**config.mk**
```make
export PLATFORM = sky130hd
export DESIGN_NAME = reflectivity_seismogram_flat
export DESIGN_NICKNAME = d
export VERILOG_FILES = /design/src/hw/rtl/rs_pkg.sv /design/src/hw/rtl/rs_if.sv /design/src/hw/rtl/reflectivity_seismogram.sv /design/src/hw/rtl/rs_front.sv /design/src/hw/rtl/rs_fifo.sv /design/src/hw/rtl/rs_back.sv /design/src/flat_wrapper.sv
export SDC_FILE = /design/constraint.sdc
export NUM_CORES = 2
export LEC_CHECK = 0
export BUFFER_PORTS_ARGS = -buffer_cell sky130_fd_sc_hd__buf_2
export CORE_MARGIN = 10
export CORE_UTILIZATION = 55
export DETAILED_ROUTE_END_ITERATION = 6
export PLACE_DENSITY = 0.71
export SKIP_LAST_GASP = 1
export SLEW_MARGIN = 20
export SYNTH_ARGS = -nofsm -noshare
export SYNTH_HDL_FRONTEND = slang
export SYNTH_SLANG_ARGS = --single-unit
export TNS_END_PERCENT = 100
```
**constraint.sdc**
```tcl
create_clock -name clk -period 6.5 [get_ports clk]
set_input_delay 0.325 -clock clk [delete_from_list [all_inputs] [get_ports clk]]
set_output_delay 0.325 -clock clk [all_outputs]
set_load 0.005 [all_outputs]
```
**src/hw/rtl/rs_pkg.sv**
```systemverilog
package rs_pkg;

	localparam int MaxTaps  = 64;
	localparam int MaxTrace = 4096;

	localparam int TcW   = 7;
	localparam int TapW  = 16;
	localparam int RefW  = 16;
	localparam int ZW    = 32;
	localparam int ValW  = 40;
	localparam int PosW  = 12;
	localparam int AccW  = 48;

	localparam logic OP_TAP    = 1'b0;
	localparam logic OP_SAMPLE = 1'b1;

	// input transaction payload
	typedef struct packed {
		logic                   operation;
		logic [5:0]             tap_index;
		logic signed [TapW-1:0] tap_value;
		logic [15:0]            density;
		logic [15:0]            interval_time;
		logic                   last_sample;
	} in_item_t;

	// result transaction payload
	typedef struct packed {
		logic signed [ValW-1:0] trace_value;
		logic [PosW-1:0]        trace_position;
		logic                   last_output;
	} out_item_t;

	// front to back command
	typedef struct packed {
		logic                   is_tap;
		logic [5:0]             tap_index;
		logic signed [TapW-1:0] tap_value;
		logic                   start;
		logic                   push;
		logic signed [RefW-1:0] refl;
		logic                   last;
		logic [TcW-1:0]         taps;
	} cmd_t;

	typedef enum logic [2:0] {
		FE_IDLE,
		FE_DIV,
		FE_SEND,
		FE_WAIT
	} fe_state_t;

	typedef enum logic [2:0] {
		BE_IDLE,
		BE_SHIFT,
		BE_MAC,
		BE_EMIT,
		BE_FLUSH
	} be_state_t;

endpackage

```
**src/hw/rtl/rs_if.sv**
```systemverilog
interface rs_in_if;
	logic              valid;
	logic              ready;
	rs_pkg::in_item_t  data;
	modport source (output valid, output data, input ready);
	modport sink (input valid, input data, output ready);
endinterface

interface rs_out_if;
	logic              valid;
	logic              ready;
	rs_pkg::out_item_t data;
	modport source (output valid, output data, input ready);
	modport sink (input valid, input data, output ready);
endinterface

interface rs_cfg_if;
	logic                       valid;
	logic                       ready;
	logic [rs_pkg::TcW-1:0]     data;
	modport source (output valid, output data, input ready);
	modport sink (input valid, input data, output ready);
endinterface

```
**src/hw/rtl/reflectivity_seismogram.sv**
```systemverilog
// channel | role   | payload
// in_ch   | sink   | operation, tap fields, density, interval_time, last_sample
// out_ch  | source | trace_value, trace_position, last_output
// cfg_ch  | sink   | tap_count (7 bits)
// front end: a tap load or a trace's first sample is accepted and then sent; any other
// sample also runs the 48-step restoring divider and a wait step before the send; back end
// per output: shift, multiply-accumulate over the taps, emit, then an idle or flush step.
// the queue overlaps both ends, so the slower one sets the rate;
// the last sample adds centre + 1 zero shifts.
// arst_n clears control state; taps are undefined until loaded. a stalled result holds
// the back end, then the queue fills and the input stalls.
module reflectivity_seismogram #(
	parameter int MAX_TAPS  = rs_pkg::MaxTaps,
	parameter int MAX_TRACE = rs_pkg::MaxTrace
) (
	input logic  clk,
	input logic  arst_n,
	rs_in_if.sink     in_ch,
	rs_out_if.source  out_ch,
	rs_cfg_if.sink    cfg_ch
);
	logic [rs_pkg::TcW-1:0] tap_count_q;
	rs_pkg::cmd_t f_cmd, b_cmd;
	logic f_v, f_r, b_v, b_r;

	assign cfg_ch.ready = 1'b1;

	// tap count register
	always_ff @(posedge clk or negedge arst_n) begin
		if (!arst_n) tap_count_q <= rs_pkg::TcW'(64);
		else if (cfg_ch.valid) tap_count_q <= cfg_ch.data;
	end

	rs_front #(.MAX_TRACE(MAX_TRACE)) u_front (
		.clk, .arst_n,
		.in_valid(in_ch.valid), .in_ready(in_ch.ready), .in_data(in_ch.data),
		.tap_count(tap_count_q),
		.cmd_valid(f_v), .cmd_ready(f_r), .cmd(f_cmd)
	);

	rs_fifo u_fifo (
		.clk, .arst_n,
		.wr_valid(f_v), .wr_ready(f_r), .wr_data(f_cmd),
		.rd_valid(b_v), .rd_ready(b_r), .rd_data(b_cmd)
	);

	rs_back #(.MAX_TAPS(MAX_TAPS), .MAX_TRACE(MAX_TRACE)) u_back (
		.clk, .arst_n,
		.cmd_valid(b_v), .cmd_ready(b_r), .cmd(b_cmd),
		.out_valid(out_ch.valid), .out_ready(out_ch.ready), .out_data(out_ch.data)
	);

`ifndef SYNTH
	a_res_hold: assert property (@(posedge clk) disable iff (!arst_n)
		out_ch.valid && !out_ch.ready |=> out_ch.valid && $stable(out_ch.data))
		else $error("result dropped under stall");
	a_q_flow: assert property (@(posedge clk) disable iff (!arst_n)
		f_v && !f_r |=> f_v)
		else $error("front lost queued command");
`endif
endmodule

```
**src/hw/rtl/rs_front.sv**
```systemverilog
module rs_front #(
	parameter int MAX_TRACE = rs_pkg::MaxTrace
) (
	input  logic                   clk,
	input  logic                   arst_n,
	input  logic                   in_valid,
	output logic                   in_ready,
	input  rs_pkg::in_item_t       in_data,
	input  logic [rs_pkg::TcW-1:0] tap_count,
	output logic                   cmd_valid,
	input  logic                   cmd_ready,
	output rs_pkg::cmd_t           cmd
);
	localparam int SW = $clog2(MAX_TRACE);

	rs_pkg::fe_state_t state_q, state_d;
	logic [rs_pkg::ZW-1:0] prev_z_q;
	logic [SW-1:0]         seen_q;
	rs_pkg::cmd_t          cmd_q;
	// restoring divider: numerator diff<<15 (48b), denominator sum (33b)
	logic [47:0]           num_q;
	logic [32:0]           den_q;
	logic [33:0]           rem_q;
	logic [47:0]           quo_q;
	logic [5:0]            cnt_q;
	logic                  neg_q;
	logic [33:0]           rem_sh;
	logic [34:0]           rem_sub;
	logic [rs_pkg::ZW-1:0] z;
	logic                  acc;

	assign z   = rs_pkg::ZW'(in_data.density) * rs_pkg::ZW'(in_data.interval_time);
	assign acc = in_valid && in_ready;
	assign in_ready  = (state_q == rs_pkg::FE_IDLE);
	assign cmd_valid = (state_q == rs_pkg::FE_SEND);
	assign cmd       = cmd_q;
	assign rem_sh  = {rem_q[32:0], num_q[47]};
	assign rem_sub = {1'b0, rem_sh} - {2'b0, den_q};

	// control state
	always_comb begin
		state_d = state_q;
		case (state_q)
			rs_pkg::FE_IDLE: begin
				if (acc) begin
					if (in_data.operation == rs_pkg::OP_SAMPLE && seen_q != '0)
						state_d = rs_pkg::FE_DIV;
					else
						state_d = rs_pkg::FE_SEND;
				end
			end
			rs_pkg::FE_DIV:  if (cnt_q == 6'd47) state_d = rs_pkg::FE_WAIT;
			rs_pkg::FE_WAIT: state_d = rs_pkg::FE_SEND;
			rs_pkg::FE_SEND: if (cmd_ready) state_d = rs_pkg::FE_IDLE;
			default:         state_d = rs_pkg::FE_IDLE;
		endcase
	end

	always_ff @(posedge clk or negedge arst_n) begin
		if (!arst_n) begin
			state_q  <= rs_pkg::FE_IDLE;
			prev_z_q <= '0;
			seen_q   <= '0;
		end else begin
			state_q <= state_d;
			if (acc && in_data.operation == rs_pkg::OP_SAMPLE) begin
				prev_z_q <= z;
				if (in_data.last_sample)
					seen_q <= '0;
				else if (seen_q != SW'(MAX_TRACE - 1))
					seen_q <= seen_q + 1'b1;
			end
		end
	end

	// command build and division datapath
	always_ff @(posedge clk) begin
		if (acc) begin
			cmd_q.is_tap    <= (in_data.operation == rs_pkg::OP_TAP);
			cmd_q.tap_index <= in_data.tap_index;
			cmd_q.tap_value <= in_data.tap_value;
			cmd_q.start     <= (seen_q == '0);
			cmd_q.push      <= (seen_q != '0);
			cmd_q.refl      <= '0;
			cmd_q.last      <= in_data.last_sample;
			cmd_q.taps      <= tap_count;
			num_q <= (z >= prev_z_q) ? {1'b0, z - prev_z_q, 15'b0}
			                         : {1'b0, prev_z_q - z, 15'b0};
			den_q <= {1'b0, prev_z_q} + {1'b0, z};
			neg_q <= (z < prev_z_q);
			rem_q <= '0;
			quo_q <= '0;
			cnt_q <= '0;
		end else if (state_q == rs_pkg::FE_DIV) begin
			num_q <= {num_q[46:0], 1'b0};
			cnt_q <= cnt_q + 1'b1;
			if (!rem_sub[34]) begin
				rem_q <= rem_sub[33:0];
				quo_q <= {quo_q[46:0], 1'b1};
			end else begin
				rem_q <= rem_sh;
				quo_q <= {quo_q[46:0], 1'b0};
			end
		end else if (state_q == rs_pkg::FE_WAIT) begin
			// a fall to zero impedance gives a quotient of 32768, i.e. -1.0
			if (den_q == '0)
				cmd_q.refl <= '0;
			else if (neg_q)
				cmd_q.refl <= -$signed(quo_q[15:0]);
			else if (quo_q > 48'd32767)
				cmd_q.refl <= 16'sd32767;
			else
				cmd_q.refl <= $signed({1'b0, quo_q[14:0]});
		end
	end
endmodule

```
**src/hw/rtl/rs_fifo.sv**
```systemverilog
module rs_fifo (
	input  logic         clk,
	input  logic         arst_n,
	input  logic         wr_valid,
	output logic         wr_ready,
	input  rs_pkg::cmd_t wr_data,
	output logic         rd_valid,
	input  logic         rd_ready,
	output rs_pkg::cmd_t rd_data
);
	rs_pkg::cmd_t mem_q [2];
	logic wp_q, rp_q;
	logic [1:0] cnt_q;

	assign wr_ready = (cnt_q != 2'd2);
	assign rd_valid = (cnt_q != 2'd0);
	assign rd_data  = mem_q[rp_q];

	// two-entry command queue
	always_ff @(posedge clk or negedge arst_n) begin
		if (!arst_n) begin
			wp_q  <= 1'b0;
			rp_q  <= 1'b0;
			cnt_q <= '0;
		end else begin
			if (wr_valid && wr_ready) wp_q <= ~wp_q;
			if (rd_valid && rd_ready) rp_q <= ~rp_q;
			cnt_q <= cnt_q + 2'((wr_valid && wr_ready) ? 1 : 0)
			               - 2'((rd_valid && rd_ready) ? 1 : 0);
		end
	end

	always_ff @(posedge clk) begin
		if (wr_valid && wr_ready) mem_q[wp_q] <= wr_data;
	end
endmodule

```
**src/hw/rtl/rs_back.sv**
```systemverilog
module rs_back #(
	parameter int MAX_TAPS  = rs_pkg::MaxTaps,
	parameter int MAX_TRACE = rs_pkg::MaxTrace
) (
	input  logic         clk,
	input  logic         arst_n,
	input  logic         cmd_valid,
	output logic         cmd_ready,
	input  rs_pkg::cmd_t cmd,
	output logic         out_valid,
	input  logic         out_ready,
	output rs_pkg::out_item_t out_data
);
	localparam int TW = $clog2(MAX_TAPS);
	localparam int CW = TW + 1;
	localparam int PW = $clog2(MAX_TRACE);
	localparam int WD = 1 << TW;

	rs_pkg::be_state_t state_q, state_d;
	logic signed [rs_pkg::RefW-1:0] win_mem [WD];
	logic signed [rs_pkg::TapW-1:0] taps_q [MAX_TAPS];
	logic signed [rs_pkg::TapW-1:0] tap_rd_s1;
	logic signed [rs_pkg::RefW-1:0] win_rd_s1;
	logic                           mac_v_s1;
	logic signed [31:0]             prod_s2;
	logic                           mac_v_s2;
	logic signed [rs_pkg::AccW-1:0] acc_q;
	logic [CW-1:0] used_q, centre_q, j_q, flush_q;
	logic [8:0]    fill_q;
	logic [PW-1:0] pos_q;
	logic [TW-1:0] wp_q;
	logic [TW-1:0] rd_idx;
	logic          last_q, flushing_q, tail_q;
	logic signed [rs_pkg::RefW-1:0] refl_q;
	logic signed [rs_pkg::RefW-1:0] new_r;
	logic          will_emit, mac_done;
	rs_pkg::out_item_t res_q;
	logic          res_v_q;
	logic [CW-1:0] tc_clamp;

	assign cmd_ready = (state_q == rs_pkg::BE_IDLE);
	assign out_valid = res_v_q;
	assign out_data  = res_q;
	assign mac_done  = (j_q == used_q) && !mac_v_s1 && !mac_v_s2;
	// window entry j sits j places behind the newest write
	assign rd_idx    = wp_q - TW'(1) - j_q[TW-1:0];

	always_comb begin
		if (cmd.taps == '0) tc_clamp = CW'(1);
		else if (cmd.taps > rs_pkg::TcW'(MAX_TAPS)) tc_clamp = CW'(MAX_TAPS);
		else tc_clamp = CW'(cmd.taps);
	end

	// sequencer: shift window, multiply-accumulate over taps, emit, flush zeros after the last sample
	always_comb begin
		state_d   = state_q;
		new_r     = '0;
		will_emit = (fill_q >= 9'(centre_q));
		case (state_q)
			rs_pkg::BE_IDLE: begin
				if (cmd_valid && !cmd.is_tap) begin
					if (cmd.push) state_d = rs_pkg::BE_SHIFT;
					else if (cmd.last) state_d = rs_pkg::BE_FLUSH;
				end
			end
			rs_pkg::BE_SHIFT: begin
				new_r   = flushing_q ? '0 : refl_q;
				state_d = will_emit ? rs_pkg::BE_MAC
				        : (flushing_q || last_q) ? rs_pkg::BE_FLUSH : rs_pkg::BE_IDLE;
			end
			rs_pkg::BE_MAC:  if (mac_done) state_d = rs_pkg::BE_EMIT;
			rs_pkg::BE_EMIT: begin
				if (!res_v_q || out_ready) begin
					if (tail_q) state_d = rs_pkg::BE_IDLE;
					else if (flushing_q || last_q) state_d = rs_pkg::BE_FLUSH;
					else state_d = rs_pkg::BE_IDLE;
				end
			end
			rs_pkg::BE_FLUSH: state_d = rs_pkg::BE_SHIFT;
			default: state_d = rs_pkg::BE_IDLE;
		endcase
	end

	always_ff @(posedge clk or negedge arst_n) begin
		if (!arst_n) begin
			state_q    <= rs_pkg::BE_IDLE;
			used_q     <= CW'(MAX_TAPS);
			centre_q   <= CW'(MAX_TAPS / 2);
			fill_q     <= '0;
			pos_q      <= '0;
			wp_q       <= '0;
			refl_q     <= '0;
			last_q     <= 1'b0;
			flushing_q <= 1'b0;
			tail_q     <= 1'b0;
			flush_q    <= '0;
			res_v_q    <= 1'b0;
			mac_v_s1   <= 1'b0;
			mac_v_s2   <= 1'b0;
			j_q        <= '0;
		end else begin
			state_q <= state_d;
			if (res_v_q && out_ready) res_v_q <= 1'b0;
			mac_v_s1 <= 1'b0;
			mac_v_s2 <= mac_v_s1;
			case (state_q)
				rs_pkg::BE_IDLE: begin
					if (cmd_valid && !cmd.is_tap) begin
						last_q     <= cmd.last;
						flushing_q <= 1'b0;
						tail_q     <= 1'b0;
						flush_q    <= '0;
						if (cmd.start) begin
							used_q   <= tc_clamp;
							centre_q <= tc_clamp >> 1;
							fill_q   <= '0;
							pos_q    <= '0;
						end else begin
							refl_q <= cmd.refl;
						end
					end
				end
				rs_pkg::BE_SHIFT: begin
					wp_q <= wp_q + 1'b1;
					if (fill_q != 9'd255) fill_q <= fill_q + 1'b1;
					j_q <= '0;
					if (flushing_q) tail_q <= (flush_q == centre_q);
				end
				rs_pkg::BE_MAC: begin
					if (j_q != used_q) begin
						j_q      <= j_q + 1'b1;
						mac_v_s1 <= 1'b1;
					end
				end
				rs_pkg::BE_EMIT: begin
					if (!res_v_q || out_ready) begin
						res_v_q <= 1'b1;
						pos_q   <= (pos_q == PW'(MAX_TRACE - 1)) ? '0 : pos_q + 1'b1;
						if (tail_q) begin
							fill_q <= '0;
							pos_q  <= '0;
						end
					end
				end
				rs_pkg::BE_FLUSH: begin
					if (!flushing_q) begin
						flushing_q <= 1'b1;
						flush_q    <= '0;
					end else begin
						flush_q <= flush_q + 1'b1;
					end
				end
				default: ;
			endcase
			if (state_q == rs_pkg::BE_SHIFT && !will_emit && flushing_q
			    && flush_q == centre_q) begin
				fill_q <= '0;
				pos_q  <= '0;
			end
		end
	end

	// tap memory, reflectivity ring and multiply pipeline
	always_ff @(posedge clk) begin
		if (state_q == rs_pkg::BE_IDLE && cmd_valid && cmd.is_tap
		    && 7'(cmd.tap_index) < 7'(MAX_TAPS))
			taps_q[cmd.tap_index[TW-1:0]] <= cmd.tap_value;
		if (state_q == rs_pkg::BE_SHIFT)
			win_mem[wp_q] <= new_r;
		tap_rd_s1 <= taps_q[j_q[TW-1:0]];
		// entries not yet pushed in this trace read as zero
		win_rd_s1 <= (9'(j_q) < fill_q) ? win_mem[rd_idx] : '0;
		prod_s2   <= tap_rd_s1 * win_rd_s1;
		if (state_q == rs_pkg::BE_SHIFT)
			acc_q <= '0;
		else if (mac_v_s2)
			acc_q <= acc_q + rs_pkg::AccW'(prod_s2);
		if (state_q == rs_pkg::BE_EMIT && (!res_v_q || out_ready)) begin
			res_q.trace_value    <= acc_q[rs_pkg::ValW-1:0];
			res_q.trace_position <= rs_pkg::PosW'(pos_q);
			res_q.last_output    <= tail_q;
		end
	end
endmodule

```
**src/flat_wrapper.sv**
```systemverilog
// flat-port wrapper written by rule: the top's interface ports become plain ports
module reflectivity_seismogram_flat 
#(
	parameter int MAX_TAPS  = rs_pkg::MaxTaps,
	parameter int MAX_TRACE = rs_pkg::MaxTrace
)
  (clk, arst_n, in_ch_valid, in_ch_data, in_ch_ready, out_ch_valid, out_ch_data, out_ch_ready, cfg_ch_valid, cfg_ch_data, cfg_ch_ready);
  rs_in_if in_ch_i ();
  rs_out_if out_ch_i ();
  rs_cfg_if cfg_ch_i ();
  input logic clk;
  input logic arst_n;
  input wire logic [$bits(in_ch_i.valid)-1:0] in_ch_valid;
  input wire logic [$bits(in_ch_i.data)-1:0] in_ch_data;
  output wire logic [$bits(in_ch_i.ready)-1:0] in_ch_ready;
  output wire logic [$bits(out_ch_i.valid)-1:0] out_ch_valid;
  output wire logic [$bits(out_ch_i.data)-1:0] out_ch_data;
  input wire logic [$bits(out_ch_i.ready)-1:0] out_ch_ready;
  input wire logic [$bits(cfg_ch_i.valid)-1:0] cfg_ch_valid;
  input wire logic [$bits(cfg_ch_i.data)-1:0] cfg_ch_data;
  output wire logic [$bits(cfg_ch_i.ready)-1:0] cfg_ch_ready;
  assign in_ch_i.valid = in_ch_valid;
  assign in_ch_i.data = in_ch_data;
  assign in_ch_ready = in_ch_i.ready;
  assign out_ch_valid = out_ch_i.valid;
  assign out_ch_data = out_ch_i.data;
  assign out_ch_i.ready = out_ch_ready;
  assign cfg_ch_i.valid = cfg_ch_valid;
  assign cfg_ch_i.data = cfg_ch_data;
  assign cfg_ch_ready = cfg_ch_i.ready;
  reflectivity_seismogram #(.MAX_TAPS(MAX_TAPS), .MAX_TRACE(MAX_TRACE)) u_core (.clk(clk), .arst_n(arst_n), .in_ch(in_ch_i), .out_ch(out_ch_i), .cfg_ch(cfg_ch_i));
endmodule
```
Word level (Yosys, flattened, before mapping)
Memories as Yosys holds them, arrays and structs flattened. A register that Yosys moved wholly into a read port is not among the register bits.
Index checks and enable logic that the tools add are counted.
- register bits after elaboration: 488
- latch bits: 0
- RAM bits: 2146
- memory bits (read-only): 0
- output and inout bits: 56
- logic and storage cells: 215
- memories kept: 3
- add/subtract/negate cells: 17
- multiply operators: 2
- div/mod/pow operators: 0
- order comparisons: 6
- equal/unequal tests: 29
- shifts and indexed selects: 0
- multiplexer cells: 64
- bitwise operators: 5
- reduce and logical (&&, ||, !) cells: 48
- memory list (name ; words ; bits a word ; rd ports ; clocked after memory_dff ; write ports ; RTL line ; RTL):
    u_core.u_back.taps_q ; 64 ; 16 ; 1 ; 1 ; 1 ; rs_back.sv:21 ; logic signed [rs_pkg::TapW-1:0] taps_q [MAX_TAPS];
    u_core.u_back.win_mem ; 64 ; 16 ; 1 ; 1 ; 1 ; rs_back.sv:20 ; logic signed [rs_pkg::RefW-1:0] win_mem [WD];
    u_core.u_fifo.mem_q ; 2 ; 49 ; 1 ; 0 ; 1 ; rs_fifo.sv:11 ; rs_pkg::cmd_t mem_q [2];
- operators by type and width (kind ; number):
    12-bit 2-to-1 mux ; 8
    48-bit 2-to-1 mux ; 2
    16-bit by 16-bit multiplier with 32-bit output ; 2
    16-bit 2-to-1 mux ; 4
    32-bit subtractor ; 2
    9-bit 2-to-1 mux ; 6
    48-bit by 32-bit adder with 48-bit output ; 1
    48-bit by 15-bit > comparator with 1-bit output, second input constant ; 1
    47-bit 2-to-1 mux ; 1
    7-bit 2-to-1 mux ; 5
    34-bit by 33-bit subtractor with 35-bit output ; 1
    32-bit by 32-bit adder with 33-bit output ; 1
    33-bit logical NOT ; 1
    3-bit 2-to-1 mux ; 11
    33-bit 2-to-1 mux ; 1
    32-bit >= comparator ; 1
    32-bit less-than comparator ; 1
    7-bit case mux with 2 select lines ; 2
    9-bit case mux with 3 select lines ; 1
    12-bit by 1-bit adder with 12-bit output, second input constant ; 2
    12-bit case mux with 2 select lines ; 1
    1-bit 2-to-1 mux ; 16
    16-bit negator ; 1
    15-bit 2-to-1 mux ; 1
    other kinds (43) ; 98

Longest topological paths before layout
- word-level depth: 7
- mapped depth: 41

Cells and area by module
Synthesis repeated with hierarchy kept, for this count alone.
- cells, all modules: 8335
- area total of the unflattened synthesis: 127507.3 um^2
- by module, submodules not included (module ; times used ; cells each ; area an instance (um^2) ; seq. area each (um^2)):
    rs_back ; 1 ; 5251 ; 98927.4 ; 67000.5
    rs_front ; 1 ; 2897 ; 24521.0 ; 6216.0
    rs_fifo ; 1 ; 170 ; 3754.9 ; 3042.9
    reflectivity_seismogram ; 1 ; 17 ; 304.0 ; 176.4

Least setup slack after synthesis
OpenSTA, ideal clock, no wires.
- path kind: input -> register
- from: in in_ch_data[2]
- to: reg u_core.u_front.num_q[21] (data pin)
- setup time: 0.265 ns
- arrival: 8.362 ns
- path slack: -2.127 ns
- stages on the path: 34
- path through: clkbuf_1 > nand2_1 > fa_1 > fa_1 > inv_1 > fa_1 > inv_1 > fa_1 > fa_1 > fa_1 > inv_1 > ha_1 > a21o_1 > a21o_1 > a21oi_1 > o211ai_1 > a311oi_1 > o21bai_1 > a21oi_1 > xor2_1 > inv_1 > ha_1 > buf_2 > nand4_1 > nor3_1 > and3_1 > o31a_1 > nor2_4 > mux2_1 > a31oi_1 > o21ai_1 > a221oi_1 > xnor2_1 > o21ai_1
- word-level cells in the longest chain between the ends: 4
- elaborated cells between the ends (all ways): 6
- classes of those cells: 2 x add/sub; 1 x mul; 1 x order compare; 2 x mux
- RTL lines (element ; RTL line ; RTL):
    start: declaration ; flat_wrapper.sv:14 ; input wire logic [$bits(in_ch_i.data)-1:0] in_ch_data;
    16-bit by 16-bit multiplier with 32-bit output ; rs_front.sv:32 ; assign z = rs_pkg::ZW'(in_data.density) * rs_pkg::ZW'(in_data.interval_time);
    net u_core.u_front.z (one bit) ; rs_front.sv:29 ; logic [rs_pkg::ZW-1:0] z;
    32-bit >= comparator ; rs_front.sv:87 ; num_q <= (z >= prev_z_q) ? {1'b0, z - prev_z_q, 15'b0}
    47-bit 2-to-1 mux ; rs_front.sv:87 ;
    48-bit 2-to-1 mux ; rs_front.sv:78 ; if (acc) begin
    end signal: assignment ; rs_front.sv:87 ;
    end signal: assignment ; rs_front.sv:95 ; num_q <= {num_q[46:0], 1'b0};
    end: declaration ; rs_front.sv:21 ; logic [47:0] num_q;
The timed path passes the listed nets, and every way through them passes these cells.
A chain may end at the register's enable or synchronous reset.

Final worst setup path
- from: in in_ch_data[21]
- to: reg u_core.u_front.num_q[21] (data pin)
The elaborated chain is that of the path after synthesis.

==> impl.org <==
** Setup path
- CP Data Required Time :: 7.11 ns
- On the critical path, the stage with the largest delay is an instance of fa_1.
- Type of the setup path with the least slack :: input pin to flop
- The critical path runs through a total of 37 cells.
- The worst setup path is launched from an input pin.
- Kind of end point of the critical path :: flop
- CP Buf/Inv Count :: 7
- Reg2reg path depth :: 21
- In this run the critical register-to-register path is captured at u_core.u_back.prod_s2[31]$_DFF_P_.
- Largest incremental delay on the critical path :: 0.59 ns
- R2R setup slack :: 0.29 ns
- Maximum fanout encountered on the critical timing path :: 9
- Arrival time reported for the critical path endpoint :: 8.23 ns
- Cell repeated most along the worst path :: fa_1
- The cell family contributing the most delay on the critical path is adder cells.
- In this run the critical register-to-register path is launched from u_core.u_back.tap_rd_s1[4]$_DFF_P_.

** Logic synthesis
- In the synthesized netlist, the number of instances is 8175.
- Counting flops and latches in the post-synthesis netlist gives 2636.
- Counting flops with a built-in enable in the synthesized netlist gives 2299.
- Most common cell in the synthesized netlist :: edfxtp_1
- Sequential element share of the synthesized area :: 60.5%
- Commonest cells in the netlist :: edfxtp_1, inv_1, mux4_2
- For this run, the number of Yosys warnings is 0.
- The cell area that synthesis handed to floorplanning was 126000 um^2.
- After synthesis, the cell types taking the most area are edfxtp_1, mux4_2, fa_1, ha_1, dfxtp_1.
- Post-synthesis async set-or-reset flop share :: 4.93%
- Counting every net in the synthesized netlist gives 9087.
- Post-synth cell types :: 90
- Primary flip-flop cell chosen by synthesis mapping :: edfxtp_1
- The biggest area contributor in the post-synthesis netlist is edfxtp_1.
- Averaged over all synthesized cells, the footprint is 15.5 um^2.
- Fraction of post-synthesis cell area in the top cell type by area :: 54.7%

** Floorplan
- Die Height :: 499 um
- Row generation in the floorplan step produced 175 rows.
- The die is 499 um wide.
- 124 I/O pins were placed.
- Area of the core :: 228000 um^2
- DIE AREA :: 249000 um^2
- Initial standard-cell utilization of the core :: 55.4%

** Routing
- Final routed DRC violation total :: 0
- Routed length per placed instance :: 24.1 um
- Routed via count :: 72180
- In this run, the number of DRC markers left after iteration 0 of detailed routing was 6950.
- For this run, the detailed router's first-pass iteration total came to 5.
- Summed over all layers, the routed wires come to 295000 um.
- Using the TritonRoute via totals, the vias-per-cell ratio works out to 5.91.
- In this run the remaining antenna-violating nets after routing total 0.

** Clocking
- TritonCTS buffer count :: 287
- The clock passes through at most 4 buffers.
- Clock network latency to the later pin of the worst-skew pair :: 0.95 ns
- The H-tree was split into 5 levels.
- TritonCTS built the clock tree.
- Clk Tree Root Cell :: clkbuf_16
- Sink count of the clock tree :: 2636
- Clock transition at the registers of the reported paths :: 0.06 ns

** STA
- The count of final max-slew check failures was 0.
- Final total negative setup slack :: -31.44 ns
- Worst Skew :: 0.0826 ns
- In the finished design, the share of the clock period the worst path needs comes to 117%.
- In this run the tightest slew margin relative to its limit is 21.0%.
- F_max :: 131 MHz
- Final critical-path setup slack :: -1.12 ns
- Worst hold margin :: 0.0958 ns
- Setup violations remaining at the end of the flow were counted as 44.
- Number of endpoints with negative hold slack in the final report :: 0
- The worst path in the final design needs a cycle of 7.62 ns, including I/O delays and setup.
- Setup repair after global routing could not meet its margin everywhere.
- Worst Max-Slew Pin Slew :: 1.18 ns

** Cells and area
- In the final layout, the share of cells above drive strength 1 is 24.2%.
- After filler insertion, the fill cell instance count of the layout stands at 15846.
- Number of nets at the end of the flow :: 9897
- The area growth from synthesis to layout is 15.8%.

** Global routing
- Entering global routing, the biggest net connects 153 pins.
- First-pass GRT wire length :: 451000 um
- Vias in the first global route :: 73418
- Global routing used 23.4% of the available tracks across all layers.
- The initial antenna violation count was 5.
- Total global routing overflow :: 0

** Outcome
- Result of the run :: finished, violations left
- Violations in the final reports :: setup timing

** Worst hold path
- In this run the most critical hold path is launched from in_ch_data[36].
- Counting instances, the worst hold path has a depth of 2.
- Capture endpoint of the worst hold path :: u_core.u_front.cmd[29]$_DFFE_PP_
- Min-delay worst type :: input pin to flop

** Placement
- The HPWL after detailed placement is 189000 um.
- The congestion estimate from routability-driven global placement came to 0.893.
- Buffers on Ports :: 122

** Run
- Max-cap violations in this run came to 0.
## worst reg2reg max path, stage by stage, from the launching register on
cell and delay, ns:
dfxtp_1 0.80, nand2_1 0.18, fa_1 0.46, fa_1 0.45, fa_1 0.53, fa_1 0.55
inv_1 0.05, fa_1 0.47, inv_1 0.05, fa_1 0.48, inv_1 0.04, ha_1 0.41
nand4_1 0.17, inv_1 0.08, a31oi_1 0.13, a31oi_1 0.29, nand2_1 0.15, a31oi_1 0.30
a21oi_1 0.15, a21oi_1 0.15, nor2_1 0.06, xnor2_1 0.12
## layout by cell type, fill, tap and decap left out, drive strengths merged, types with 128 or more instances in the layout
cell type	instances
o21ai	296
xnor2	158
a21oi	249
nand2	639
mux4	656
inv	742
edfxtp	2299
dfxtp	207
fa	462
clkbuf	369
nor2	374
dfrtp	128
buf	823
and2	263
ha	382
## worst max path at each step
stage / startpoint / end / slack (ns)
after floorplan: in_ch_data[22] / u_core.u_front.num_q[21]$_DFFE_PP_ / -1.45
after global placement: in_ch_data[28] / u_core.u_front.num_q[46]$_DFFE_PP_ / -2.14
after detailed placement: in_ch_data[5] / u_core.u_front.num_q[21]$_DFFE_PP_ / -2.27
after CTS: in_ch_data[7] / u_core.u_front.num_q[21]$_DFFE_PP_ / -0.99
after global routing: in_ch_data[21] / u_core.u_front.num_q[21]$_DFFE_PP_ / -1.34
final: in_ch_data[21] / u_core.u_front.num_q[21]$_DFFE_PP_ / -1.12
## stage by stage
stage | worst slack, ns | area, um^2 | util [%] | std cells
after floorplan | -1.45 | 127000 | - | 8175
after global placement | -2.14 | 135000 | 59.2 | 11586
after detailed placement | -2.27 | 135000 | 59.2 | 11586
after CTS | -0.989 | 145000 | 63.8 | 12178
after global routing | -1.34 | 146000 | 64.1 | 12205
final | -1.12 | 146000 | 64.1 | 12209
## flip-flops by register name, summed over array words and instances, names as in the netlist, 9 cells and up
| register | count |
|---|---|
| u_core.u_back.pos_q | 12 |
| u_core.u_back.win_mem | 1024 |
| u_core.u_front.seen_q | 12 |
| u_core.u_back.taps_q | 1024 |
| u_core.u_back.acc_q | 40 |
| u_core.u_back.win_rd_s1 | 16 |
| u_core.u_fifo.mem_q | 98 |
| u_core.u_front.num_q | 33 |
| u_core.u_front.den_q | 33 |
| u_core.u_front.prev_z_q | 32 |
| u_core.u_back.prod_s2 | 32 |
| u_core.u_front.cmd | 49 |
| u_core.u_back.refl_q | 16 |
| u_core.u_front.rem_q | 33 |
| u_core.u_back.out_data | 53 |
| u_core.u_front.quo_q | 48 |
| u_core.u_back.tap_rd_s1 | 16 |
| u_core.u_back.fill_q | 9 |
## metal layers
layer | vias to the layer above | wire length, um | track usage, %
met3 | 465 | 23400 | 4.51
met4 | 4 | 7320 | 5.85
met5 | - | 23 | 0
met2 | 2819 | 141000 | 37.2
met1 | 37060 | 123000 | 33.5
li1 | 31832 | - | -
## logic make-up (layout without fill, tap and decap cells)
| family | after synthesis | after routing | synth area share [%] |
|---|---|---|---|
| xor+xnor | 232 | 232 | 1.61 |
| buf+inv | 1081 | 2097 | 3.25 |
| mux | 788 | 788 | 12.8 |
| compound gates | 945 | 945 | 4.69 |
| fa+ha+maj | 844 | 844 | 11.1 |
| flops | 2636 | 2636 | 60.5 |
| other cells | 1 | 10 | 0.00297 |
| simple gates | 1648 | 1648 | 6.05 |
## final cells by class
| cell class | instances | area, um^2 | share of cell area [%] |
|---|---|---|---|
| Clock inverter | 128 | 1030 | 0.705 |
| Clock buffer | 367 | 7750 | 5.30 |
| Multi-Input combinational cell | 4458 | 47400 | 32.4 |
| Timing Repair Buffer | 868 | 7010 | 4.80 |
| Tap cell | 3009 | 3760 | 2.58 |
| Inverter | 734 | 2780 | 1.90 |
| Antenna cell | 9 | 22.5 | 0.0154 |
| Sequential cell | 2636 | 76500 | 52.3 |
## what timing repair did
| item | in CTS | in global routing |
|---|---|---|
| pin swaps | 99 | 94 |
| hold buffers | 43 | 0 |
| setup endpoints to repair | 47 | 51 |
| gates cloned | 1 | 0 |
| gates resized for setup | 200 | 121 |
| endpoints found under the hold margin | 176 | 0 |
| buffers inserted | 57 | 35 |
Power is left out: the tool's default activity adds up to more than one toggle a clock period on the data nets, which glitch-free logic cannot reach.
